[src/qph_pkg.sv]
// ============================================================================
// Quadratic probe hash table: shared package
// Operation, slot state and result codes, port widths and the command and
// status bundles that pass between the controller and the datapath.
// ============================================================================
package qph_pkg;

  // Field widths of the stream payloads
  localparam int unsigned OP_W      = 2;
  localparam int unsigned KEY_W     = 31;
  localparam int unsigned STATUS_W  = 2;
  localparam int unsigned SLOT_W    = 4;
  localparam int unsigned COUNT_W   = 5;
  localparam int unsigned S_TDATA_W = 40;  // 33 bits of fields, padded to bytes
  localparam int unsigned M_TDATA_W = 16;  // 12 bits of fields, padded to bytes

  // Operation codes
  typedef enum logic [OP_W-1:0] {
    OP_INSERT = 2'd0,
    OP_SEARCH = 2'd1,
    OP_DELETE = 2'd2,
    OP_NONE   = 2'd3
  } op_t;

  // Per-slot state
  typedef enum logic [1:0] {
    SLOT_EMPTY   = 2'd0,
    SLOT_USED    = 2'd1,
    SLOT_DELETED = 2'd2
  } slot_st_t;

  // Result status codes
  typedef enum logic [STATUS_W-1:0] {
    RES_OK   = 2'd0,
    RES_MISS = 2'd1,
    RES_FULL = 2'd2
  } res_t;

  // Source of the probe count in a result
  typedef enum logic [1:0] {
    CNT_ZERO  = 2'd0,
    CNT_PROBE = 2'd1,
    CNT_BOUND = 2'd2
  } cnt_sel_t;

  // Controller to datapath
  typedef struct packed {
    logic     clear_step;  // write one slot state to empty in the clearing pass
    logic     load;        // capture the accepted item and start the walk
    logic     red_step;    // one step of key mod table size (quotient, remainder)
    logic     probe_step;  // advance to the next slot on the probe path
    logic     wr_used;     // store key, mark slot occupied
    logic     wr_del;      // mark slot deleted
    logic     fin;         // latch the result
    res_t     fin_status;
    logic     fin_slot;    // result slot is the current slot, else zero
    cnt_sel_t fin_cnt;
    logic     emit;        // move the result into the output register
  } qph_cmd_t;

  // Datapath to controller
  typedef struct packed {
    logic clear_last;  // last slot of the clearing pass
    op_t  op;          // operation of the item in hand
    logic tbl_full;    // no empty slot left
    logic red_done;    // this reduction step is the last one
    logic st_empty;    // slot read is empty
    logic st_used;     // slot read is occupied
    logic key_hit;     // stored key matches
    logic last_probe;  // current probe is the final one allowed
    logic out_busy;    // output register holds an item not yet taken
  } qph_stat_t;

endpackage

[src/qph_ram.sv]
// ============================================================================
// Quadratic probe hash table: generic RAM
// One write port, one read port, registered read data.
// ============================================================================
module qph_ram #(
  parameter int unsigned WIDTH = 8,
  parameter int unsigned DEPTH = 16
) (
  input  logic                             clk,
  input  logic                             we,
  input  logic [$clog2(DEPTH)-1:0]         waddr,
  input  logic [WIDTH-1:0]                 wdata,
  input  logic [$clog2(DEPTH)-1:0]         raddr,
  output logic [WIDTH-1:0]                 rdata
);

  logic [WIDTH-1:0] mem [DEPTH];

  // Write port
  always_ff @(posedge clk) begin
    if (we) begin
      mem[waddr] <= wdata;
    end
  end

  // Registered read
  always_ff @(posedge clk) begin
    rdata <= mem[raddr];
  end

endmodule

[src/qph_dp.sv]
// ============================================================================
// Quadratic probe hash table: datapath
// Slot state and key memories, key reduction, probe address walk, empty
// slot count, result and output registers.
// ============================================================================
module qph_dp #(
  parameter int unsigned TABLE_SIZE = 16
) (
  input  logic                           clk,
  input  logic                           rst,
  input  qph_pkg::qph_cmd_t              cmd,
  output qph_pkg::qph_stat_t             stat,
  input  logic [qph_pkg::S_TDATA_W-1:0]  s_tdata,
  output logic                           m_tvalid,
  input  logic                           m_tready,
  output logic [qph_pkg::M_TDATA_W-1:0]  m_tdata
);

  import qph_pkg::*;

  localparam int unsigned IW = $clog2(TABLE_SIZE);
  localparam int unsigned CW = $clog2(TABLE_SIZE + 2);
  localparam int unsigned EW = $clog2(TABLE_SIZE + 1);
  localparam logic [IW:0]   N_EXT = (IW + 1)'(TABLE_SIZE);
  localparam logic [IW-1:0] D0    = IW'(9 % TABLE_SIZE);
  localparam logic [IW-1:0] DSTEP = IW'(10 % TABLE_SIZE);
  // ceil(2^RSH / TABLE_SIZE): the shifted product is the exact quotient of any key
  localparam int unsigned   RSH   = KEY_W + IW;
  localparam logic [31:0]   RECIP =
    32'(((64'd1 << RSH) + 64'(TABLE_SIZE) - 64'd1) / 64'(TABLE_SIZE));

  // (a + b) mod table size for a, b already below it
  function automatic logic [IW-1:0] add_mod(input logic [IW-1:0] a, input logic [IW-1:0] b);
    logic [IW:0] s;
    s = {1'b0, a} + {1'b0, b};
    if (s >= N_EXT) begin
      s = s - N_EXT;
    end
    return s[IW-1:0];
  endfunction

  op_t           op_r;
  logic [KEY_W-1:0] key_r;
  logic [KEY_W-1:0] quo;
  logic          red_ph;
  logic [IW-1:0] pos;
  logic [IW-1:0] dlt;
  logic [CW-1:0] cnt;
  logic [EW-1:0] empty_cnt;
  logic [IW-1:0] clr_addr;
  res_t          res_status;
  logic [IW-1:0] res_slot;
  logic [CW-1:0] res_count;

  logic [62:0]      red_prod;
  logic [KEY_W-1:0] red_rem;

  logic             st_we;
  logic [IW-1:0]    st_waddr;
  slot_st_t         st_wdata;
  logic [1:0]       st_rdata;
  logic [KEY_W-1:0] key_rdata;

  // Key mod table size: quotient by reciprocal multiply, then remainder
  always_comb begin
    red_prod = 63'(key_r) * 63'(RECIP);
    red_rem  = key_r - quo * KEY_W'(TABLE_SIZE);
  end

  // Memory write selection
  always_comb begin
    st_we    = cmd.clear_step | cmd.wr_used | cmd.wr_del;
    st_waddr = cmd.clear_step ? clr_addr : pos;
    priority if (cmd.clear_step) begin
      st_wdata = SLOT_EMPTY;
    end else if (cmd.wr_used) begin
      st_wdata = SLOT_USED;
    end else begin
      st_wdata = SLOT_DELETED;
    end
  end

  qph_ram #(.WIDTH(2), .DEPTH(TABLE_SIZE)) u_state_ram (
    .clk   (clk),
    .we    (st_we),
    .waddr (st_waddr),
    .wdata (st_wdata),
    .raddr (pos),
    .rdata (st_rdata)
  );

  qph_ram #(.WIDTH(KEY_W), .DEPTH(TABLE_SIZE)) u_key_ram (
    .clk   (clk),
    .we    (cmd.wr_used),
    .waddr (pos),
    .wdata (key_r),
    .raddr (pos),
    .rdata (key_rdata)
  );

  // Item capture, reduction and probe walk
  always_ff @(posedge clk) begin
    if (cmd.load) begin
      op_r    <= op_t'(s_tdata[OP_W-1:0]);
      key_r   <= s_tdata[OP_W +: KEY_W];
      red_ph  <= 1'b0;
      pos     <= '0;
      dlt     <= D0;
      cnt     <= '0;
    end else if (cmd.red_step) begin
      if (red_ph) begin
        pos <= red_rem[IW-1:0];
      end else begin
        quo <= KEY_W'(red_prod >> RSH);
      end
      red_ph <= 1'b1;
    end else if (cmd.probe_step) begin
      pos <= add_mod(pos, dlt);
      dlt <= add_mod(dlt, DSTEP);
      cnt <= cnt + CW'(1);
    end
  end

  // Clearing pass address and empty slot count
  always_ff @(posedge clk) begin
    if (rst) begin
      clr_addr  <= '0;
      empty_cnt <= EW'(TABLE_SIZE);
    end else begin
      if (cmd.clear_step) begin
        clr_addr <= clr_addr + IW'(1);
      end
      if (cmd.wr_used && (st_rdata == SLOT_EMPTY)) begin
        empty_cnt <= empty_cnt - EW'(1);
      end
    end
  end

  // Result latch
  always_ff @(posedge clk) begin
    if (cmd.fin) begin
      res_status <= cmd.fin_status;
      res_slot   <= cmd.fin_slot ? pos : '0;
      unique case (cmd.fin_cnt)
        CNT_PROBE: res_count <= cnt + CW'(1);
        CNT_BOUND: res_count <= CW'(TABLE_SIZE + 1);
        default:   res_count <= '0;
      endcase
    end
  end

  // Output register
  always_ff @(posedge clk) begin
    if (rst) begin
      m_tvalid <= 1'b0;
    end else if (cmd.emit) begin
      m_tvalid <= 1'b1;
    end else if (m_tready) begin
      m_tvalid <= 1'b0;
    end
  end

  always_ff @(posedge clk) begin
    if (cmd.emit) begin
      m_tdata <= {4'b0000, (empty_cnt == '0), COUNT_W'(res_count), SLOT_W'(res_slot),
                  res_status};
    end
  end

  // Status to the controller
  always_comb begin
    stat.clear_last = (clr_addr == IW'(TABLE_SIZE - 1));
    stat.op         = op_r;
    stat.tbl_full   = (empty_cnt == '0);
    stat.red_done   = red_ph;
    stat.st_empty   = (st_rdata == SLOT_EMPTY);
    stat.st_used    = (st_rdata == SLOT_USED);
    stat.key_hit    = (key_rdata == key_r);
    stat.last_probe = (cnt == CW'(TABLE_SIZE - 1));
    stat.out_busy   = m_tvalid & ~m_tready;
  end

endmodule

[src/qph_ctrl.sv]
// ============================================================================
// Quadratic probe hash table: controller
// Sequences the clearing pass, key reduction, probe reads and decisions,
// and hands each result to the output register.
// ============================================================================
module qph_ctrl (
  input  logic               clk,
  input  logic               rst,
  input  logic               in_valid,
  output logic               in_ready,
  input  qph_pkg::qph_stat_t stat,
  output qph_pkg::qph_cmd_t  cmd
);

  import qph_pkg::*;

  typedef enum logic [5:0] {
    ST_CLEAR  = 6'b000001,
    ST_IDLE   = 6'b000010,
    ST_REDUCE = 6'b000100,
    ST_RD     = 6'b001000,
    ST_CHK    = 6'b010000,
    ST_RESP   = 6'b100000
  } state_t;

  state_t state, state_next;

  always_ff @(posedge clk) begin
    if (rst) begin
      state <= ST_CLEAR;
    end else begin
      state <= state_next;
    end
  end

  // Next state and commands
  always_comb begin
    state_next = state;
    cmd        = '0;
    in_ready   = 1'b0;
    unique case (state)
      ST_CLEAR: begin
        cmd.clear_step = 1'b1;
        if (stat.clear_last) begin
          state_next = ST_IDLE;
        end
      end
      ST_IDLE: begin
        in_ready = 1'b1;
        if (in_valid) begin
          cmd.load   = 1'b1;
          state_next = ST_REDUCE;
        end
      end
      ST_REDUCE: begin
        // unused code, or insert with no empty slot: answer at once
        if (stat.op == OP_NONE) begin
          cmd.fin        = 1'b1;
          cmd.fin_status = RES_OK;
          state_next     = ST_RESP;
        end else if ((stat.op == OP_INSERT) && stat.tbl_full) begin
          cmd.fin        = 1'b1;
          cmd.fin_status = RES_FULL;
          state_next     = ST_RESP;
        end else begin
          cmd.red_step = 1'b1;
          if (stat.red_done) begin
            state_next = ST_RD;
          end
        end
      end
      ST_RD: begin
        state_next = ST_CHK;
      end
      ST_CHK: begin
        if (stat.op == OP_INSERT) begin
          priority if (!stat.st_used) begin
            cmd.wr_used    = 1'b1;
            cmd.fin        = 1'b1;
            cmd.fin_status = RES_OK;
            cmd.fin_slot   = 1'b1;
            state_next     = ST_RESP;
          end else if (stat.last_probe) begin
            cmd.fin        = 1'b1;
            cmd.fin_status = RES_FULL;
            state_next     = ST_RESP;
          end else begin
            cmd.probe_step = 1'b1;
            state_next     = ST_RD;
          end
        end else begin
          priority if (stat.st_empty) begin
            cmd.fin        = 1'b1;
            cmd.fin_status = RES_MISS;
            cmd.fin_cnt    = CNT_PROBE;
            state_next     = ST_RESP;
          end else if (stat.st_used && stat.key_hit) begin
            cmd.wr_del     = (stat.op == OP_DELETE);
            cmd.fin        = 1'b1;
            cmd.fin_status = RES_OK;
            cmd.fin_slot   = 1'b1;
            cmd.fin_cnt    = CNT_PROBE;
            state_next     = ST_RESP;
          end else if (stat.last_probe) begin
            cmd.fin        = 1'b1;
            cmd.fin_status = RES_FULL;
            cmd.fin_cnt    = CNT_BOUND;
            state_next     = ST_RESP;
          end else begin
            cmd.probe_step = 1'b1;
            state_next     = ST_RD;
          end
        end
      end
      ST_RESP: begin
        if (!stat.out_busy) begin
          cmd.emit   = 1'b1;
          state_next = ST_IDLE;
        end
      end
      default: begin
        state_next = ST_CLEAR;
      end
    endcase
  end

endmodule

[src/quadratic_probe_hash_table_unit.sv]
// ============================================================================
// Quadratic probe hash table unit
// Open-addressing table of 31-bit keys, probe path key + 4i + 5i^2.
// ============================================================================
// Usage:
//   The s_ channel takes one operation item (insert, search, delete); the m_
//   channel returns exactly one result item for each, in order.
//   After reset a clearing pass writes every slot state to empty, one slot a
//   cycle; s_tready stays low throughout.
//   An item first reduces its key modulo TABLE_SIZE by a reciprocal multiply
//   (quotient, then remainder), then walks the probe path through the slot
//   memories, each probe a registered read and then a decision.
//   An item makes from 1 to TABLE_SIZE probes; the unused code and insert
//   into a full table make none and are answered from the reduction state.
//   One item is in work at a time: the next is taken the cycle after the
//   result is loaded into the output register.
//   The output register keeps a result until taken; a new item can be
//   accepted meanwhile, and its own result waits in the unit while m_tready
//   stays low.
// ============================================================================
module quadratic_probe_hash_table_unit #(
  parameter int unsigned TABLE_SIZE = 16
) (
  input  logic                           clk,
  input  logic                           rst,
  input  logic                           s_tvalid,
  output logic                           s_tready,
  // [1:0] operation, [32:2] key, [39:33] zero
  input  logic [qph_pkg::S_TDATA_W-1:0]  s_tdata,
  output logic                           m_tvalid,
  input  logic                           m_tready,
  // [1:0] status, [5:2] slot, [10:6] probe_count, [11] now_full, [15:12] zero
  output logic [qph_pkg::M_TDATA_W-1:0]  m_tdata
);

  import qph_pkg::*;

  qph_cmd_t  cmd;
  qph_stat_t stat;

  qph_ctrl u_ctrl (
    .clk      (clk),
    .rst      (rst),
    .in_valid (s_tvalid),
    .in_ready (s_tready),
    .stat     (stat),
    .cmd      (cmd)
  );

  qph_dp #(.TABLE_SIZE(TABLE_SIZE)) u_dp (
    .clk      (clk),
    .rst      (rst),
    .cmd      (cmd),
    .stat     (stat),
    .s_tdata  (s_tdata),
    .m_tvalid (m_tvalid),
    .m_tready (m_tready),
    .m_tdata  (m_tdata)
  );

endmodule

[config.mk]
export PLATFORM = sky130hd
export DESIGN_NAME = quadratic_probe_hash_table_unit
export DESIGN_NICKNAME = d
export VERILOG_FILES = /design/src/qph_pkg.sv /design/src/qph_ram.sv /design/src/qph_dp.sv /design/src/qph_ctrl.sv /design/src/quadratic_probe_hash_table_unit.sv
export SDC_FILE = /design/constraint.sdc
export NUM_CORES = 1
export LEC_CHECK = 0
export BUFFER_PORTS_ARGS = -buffer_cell sky130_fd_sc_hd__buf_2
export CORE_MARGIN = 3
export CORE_UTILIZATION = 45
export CTS_CLUSTER_SIZE = 20
export DETAILED_ROUTE_END_ITERATION = 12
export GPL_TIMING_DRIVEN = 0
export SLEW_MARGIN = 20
export SYNTH_ARGS = -nofsm -noshare
export SYNTH_HDL_FRONTEND = slang
export SYNTH_SLANG_ARGS = --single-unit
[constraint.sdc]
create_clock -name clk -period 11.78 [get_ports clk]
set_clock_uncertainty 0.1 [all_clocks]
set_input_delay 1.178 -clock clk [delete_from_list [all_inputs] [get_ports clk]]
set_output_delay 1.178 -clock clk [all_outputs]
set_load 0.02 [all_outputs]
# After elaboration in Yosys (flattened, before gate mapping)
# Memories as Yosys holds them, arrays and structs flattened. A register that Yosys moved wholly into a read port is not among the register bits.
# Index checks and enable logic that the tools add are counted.
# totals
register_bits	86
mem_bits_rw	528
in_bits	44
out_inout_bits	18
word_cells	123
n_memories	2
# classes
addsub	8
n_lt_le_gt_ge	2
n_eq_ne	19
mux	62
n_bitwise	5
reduce_logical	11
# memory_table
memory	words	word_bits	rd	rd_clocked_by_memory_dff	wr	line	source
u_dp.u_key_ram.mem	16	31	1	1	1	qph_ram.sv:17	logic [WIDTH-1:0] mem [DEPTH];
u_dp.u_state_ram.mem	16	2	1	1	1	qph_ram.sv:17	
# op_table
cell	n
6-bit two-way mux	11
6-bit one-hot mux with 6 select lines	1
31-bit equality test	1
4-bit two-way mux	7
1-bit two-way mux	27
3-bit two-way mux	8
2-bit two-way mux	6
4-bit by 1-bit subtractor with 4-bit output, second input constant	3
5-bit >= comparator, second input constant	2
5-bit one-hot mux with 2 select lines	1
2-bit equality test, second input constant	3
6-bit by 1-bit equality test with 1-bit output, second input constant	1
6-bit by 2-bit equality test with 1-bit output, second input constant	1
6-bit by 3-bit equality test with 1-bit output, second input constant	1
6-bit by 4-bit equality test with 1-bit output, second input constant	1
6-bit by 5-bit equality test with 1-bit output, second input constant	1
6-bit equality test, second input constant	1
2-bit inequality test, second input constant	3
3-bit one-hot mux with 2 select lines	1
4-bit by 4-bit adder with 5-bit output	1
4-bit by 4-bit adder with 5-bit output, second input constant	1
5-bit by 1-bit adder with 5-bit output, second input constant	1
5-bit by 4-bit equality test with 1-bit output, second input constant	1
5-bit logical NOT	1
14 further kinds	22

# Logic depth before layout (Yosys ltp)
# depth
ltp_word	10
ltp_mapped	10

# Cells and area by module
# Synthesis repeated with hierarchy kept, for this count alone.
# unflattened
cells_unflattened	1225
hier_area_um2	24567.3
# modules_own_cells
module	n_inst	cells_each	area_per_inst_um2
qph_ram at u_dp.u_key_ram	1	812	19248.5
qph_dp	1	262	3373.2
qph_ram at u_dp.u_state_ram	1	78	1380.1
qph_ctrl	1	73	565.5

# Least setup slack after synthesis
# OpenSTA, ideal clock, no wires.
# synth_path
kind	reg-to-reg
from	register u_ctrl.state[0]
to	memory u_dp.u_key_ram.mem[9][0] (netlist bit), enable pin
arrival_time_ns	4.456
t_required_ns	11.222
setup_slack_ns	6.766
path_stages_with_launch	8
synth_period_minus_slack_ns	5.014
cell_sequence	dfxtp_1 buf_6 or4_4 or3b_1 buf_6 nor2_1 nand3_1 nor3_1
# synth_via
elab_chain_cells	4
# synth_lines
element	line	source
start, declared	qph_ctrl.sv:26	state_t state, state_next;
start signal, assigned	qph_ctrl.sv:32	state <= state_next;
6-bit by 5-bit equality test with 1-bit output	qph_ctrl.sv:41	unique case (state)
3-bit two-way mux	qph_ctrl.sv:41	
1-bit two-way mux	qph_ram.sv:21	if (we) begin
1-bit two-way mux (not written as such)	qph_ram.sv:22	mem[waddr] <= wdata;
end, declared	qph_ram.sv:17	
# Every way passes these cells.

# Final worst setup path
# layout_path
from	register u_ctrl.state[0]
to	memory u_dp.u_key_ram.mem[8][17] (netlist bit), enable pin
# Same word-level chain as after synthesis.

==> flow_summary.json <==
{
  "grt_usage_pct": 20.2,
  "combinationalPowerShare_pct": 23.4,
  "arrival_ns": 4.88,
  "postCtsSetupRepairBufs": 0,
  "cts_resized": 0,
  "rsz0062_at_grt": "no",
  "core_area_mm2": 0.0539,
  "grt_pass1_wl_um": 82400,
  "synth-warning-count": 0,
  "clockRootBuffer": "clkbuf_16",
  "nNetsFinal": 1377,
  "placed_cell_area_mm2": 0.0266,
  "syn_inst": 1156,
  "min_period_ns": 4.68,
  "power.share.clock_pct": 34.3,
  "synthTopCellsByArea": "edfxtp_1 71%, mux4_2 15%, dfxtp_1 5.0%",
  "crit_required_ns": 11.98,
  "reg2reg_slack_ns": 7.10,
  "start_kind": "flop",
  "synth_seq_cells": 646,
  "fmax_ghz": 0.214,
  "clkSlewWorstSetupHoldPaths_ns": 0.06,
  "vias": 11900,
  "place_congestion": 0.787,
  "end_kind": "flop",
  "status": "completed",
  "p_per_area_mw_per_mm2": 222,
  "n_antenna_cell": 0,
  "hold_viol_final": 0,
  "num_rows": 85,
  "cap_viol_max_count": 0,
  "yosysSeqAreaShare_pct": 76.4,
  "synth.distinct_cells": 59,
  "finalSetupTns_ns": 0,
  "grt_pass1_vias": 12300,
  "cts_buffers": 68,
  "num-fill-cells": 4041,
  "stdcell_count": 2074,
  "placedCellCount": 1949,
  "r2r_cells": 11,
  "pwr-share-seq_pct": 42.3,
  "htree_levels": 3,
  "synth_edf_count": 584,
  "r2r_end": "u_dp.u_key_ram.mem[8][17]",
  "p_sw_share_pct": 27.5,
  "drv_slew": 0,
  "crit_fanout": 21,
  "synth-main-ff-cell": "edfxtp_1",
  "dieArea_mm2": 0.0575,
  "cts_hold_buf": 0,
  "p_leak_nw": 9.23,
  "p_sw_mw": 1.77,
  "hold_start": "u_dp.res_count[3]",
  "cts_tree": "built",
  "yosysTopAreaCell": "edfxtp_1",
  "avgSynthCellArea_um2": 21.3,
  "peakVddDrop_uv": 124,
  "ant_nets": 0,
  "syn_to_final_growth_pct": 17.7,
  "ys_async_sr_fraction_pct": 0,
  "hold_end": "u_dp.m_tdata[9]",
  "wl_um": 56000,
  "wire_per_inst_um": 27.0,
  "min_path_cells": 0,
  "worst_slew_pin_slew_ns": 1.10,
  "dp_hpwl_um": 36100,
  "port_buffers": 50,
  "r2r_start": "u_ctrl.state[0]",
  "synthDominantCellAreaShare_pct": 71.3,
  "intPower_mw": 4.65,
  "clock_path_buffers": 3,
  "fin_crit_sh_pct": 39.7,
  "final_area_mm2": 0.0290,
  "clk_latency_ns": 0.60,
  "die_y_um": 240,
  "syn_area_mm2": 0.0246,
  "antenna_found_initial": 0,
  "initial_core_util_pct": 45.6,
  "via_per_inst": 5.76,
  "ios": 62,
  "die_w_um": 240,
  "dpl_worst_slack_ns": 7.18,
  "dr.pass1.iters": 5,
  "drive_gt1_share_pct": 30.0,
  "clock-sinks": 646,
  "overflow": 0,
  "criticalPathCategory": "flop to flop",
  "hold_class": "flop to flop",
  "slew_headroom_pct": 26.7,
  "setup_viol": 0,
  "drc": 0,
  "setup_ws_ns": 7.10,
  "grt_max_degree": 24,
  "first_iter_violations": 1173
}
## per-layer routing
metal / GRT usage, % / part of all wire, % / wire, um / vias to the layer above
met5: 0 / 0 / 0 / -
met4: 7.28 / 3.3 / 1840 / 0
met3: 4.23 / 6.5 / 3660 / 107
met2: 31.8 / 48 / 26800 / 455
met1: 28.2 / 42 / 23600 / 6260
li1: - / - / - / 5127
## final cells by class
type / instances / area, um^2 / area share (%)
buffer: 56 / 260 / 0.899
inverter: 18 / 68.8 / 0.238
tap: 696 / 871 / 3.01
clock inverter: 34 / 407 / 1.40
multi-input combinational: 439 / 5640 / 19.5
timing repair buffer: 94 / 1010 / 3.50
sequential: 646 / 18800 / 64.9
clock buffer: 91 / 1910 / 6.61
## layout by cell type (no fill, tap or decap), types with 6 or more instances in the layout
master	count
a21oi_1	16
a31oi_1	9
buf_12	6
buf_16	17
buf_2	58
buf_4	21
bufinv_16	8
clkbuf_1	43
clkbuf_16	72
clkbuf_2	9
clkinv_1	9
clkinv_2	10
dfxtp_1	62
edfxtp_1	584
ha_1	9
inv_1	16
mux4_2	165
nand2_1	17
nand3_1	15
nor2_1	28
nor2_4	12
nor3_1	23
nor3b_1	6
nor4_1	11
o21ai_0	9
xnor2_1	6
xor2_1	37
## per-stage QoR
stage          total power, mW  utilization [%]  hold slack, ns
3_3_place_gp              4.24             47.7           0.302
3_5_place_dp              4.28             49.4           0.305
6_report                  6.41             53.7           0.317
4_1_cts                   6.48             53.7           0.319
5_1_grt                   6.68             53.7           0.322
2_1_floorplan             3.80                -           0.300
## sequential cells by signal, summed over array words and instances, names as in the netlist
register and count:
u_dp.u_key_ram.mem 496, u_dp.u_state_ram.mem 32, u_dp.key_r 31, u_dp.u_key_ram.rdata 31, u_dp.m_tdata 12, u_ctrl.state 6, u_dp.cnt 5, u_dp.empty_cnt 5
u_dp.res_count 5, u_dp.clr_addr 4, u_dp.pos 4, u_dp.res_slot 4, u_dp.dlt 3, u_dp.op_r 2, u_dp.res_status 2, u_dp.u_state_ram.rdata 2
u_dp.m_tvalid 1, u_dp.red_ph 1
## worst max path at each step
stage	from	cells after the start	to
2_1_floorplan	u_ctrl.state[0]	7	u_dp.u_key_ram.mem[9][0]
3_3_place_gp	u_ctrl.state[0]	7	u_dp.u_key_ram.mem[8][17]
3_5_place_dp	u_ctrl.state[0]	11	u_dp.u_key_ram.mem[9][17]
4_1_cts	u_ctrl.state[0]	11	u_dp.u_key_ram.mem[9][16]
5_1_grt	u_ctrl.state[2]	11	u_dp.u_key_ram.mem[9][16]
6_report	u_ctrl.state[0]	11	u_dp.u_key_ram.mem[8][17]
## critical path, stage by stage (launching register included)
cell and delay [ns]:
dfxtp_1 0.31, buf_6 0.13, or4_4 0.51, or3b_1 0.41, buf_6 0.16, nor2_2 0.75, nand3_1 0.47, nor3_2 0.65
buf_4 0.32, buf_4 0.22, buf_4 0.21, buf_6 0.15
## cell usage after synthesis (all sizes together), types with 2 or more instances
master,instances
a211oi,2
nand4,4
or4,5
or3,2
inv,17
o211ai,2
and3b,2
or3b,2
clkbuf,35
nor4b,2
nor3,28
nor2b,2
nand3,15
a21o,2
nand2,17
o21ai,9
o31ai,5
mux2i,3
dfxtp,62
xnor2,6
nor3b,6
nand2b,3
nor4,12
mux4,165
nor2,41
and2,4
xor2,37
edfxtp,584
a2111oi,2
buf,21
and3,5
nand3b,4
a31oi,10
a21oi,17
ha,9
## cells by family after synthesis
logic type,Yosys count,synth area share (%)
AO/OA/AOI/OAI,58,1.69
XOR/XNOR,43,1.53
adder cells (fa/ha/maj),10,0.539
buffers and inverters,74,1.26
flip-flops,646,76.4
multiplexers,168,15.2
other,1,0.0152
AND/OR/NAND/NOR,156,3.37
## power groups by stage
stage	clock, mW	sequential [mW]	combinational, mW
2_1_floorplan	0	2.73	1.06
3_3_place_gp	0	2.76	1.49
3_5_place_dp	0	2.76	1.52
4_1_cts	2.25	2.71	1.53
5_1_grt	2.34	2.72	1.62
6_report	2.20	2.71	1.50
Note: power is estimated with default switching activity, not from simulation.
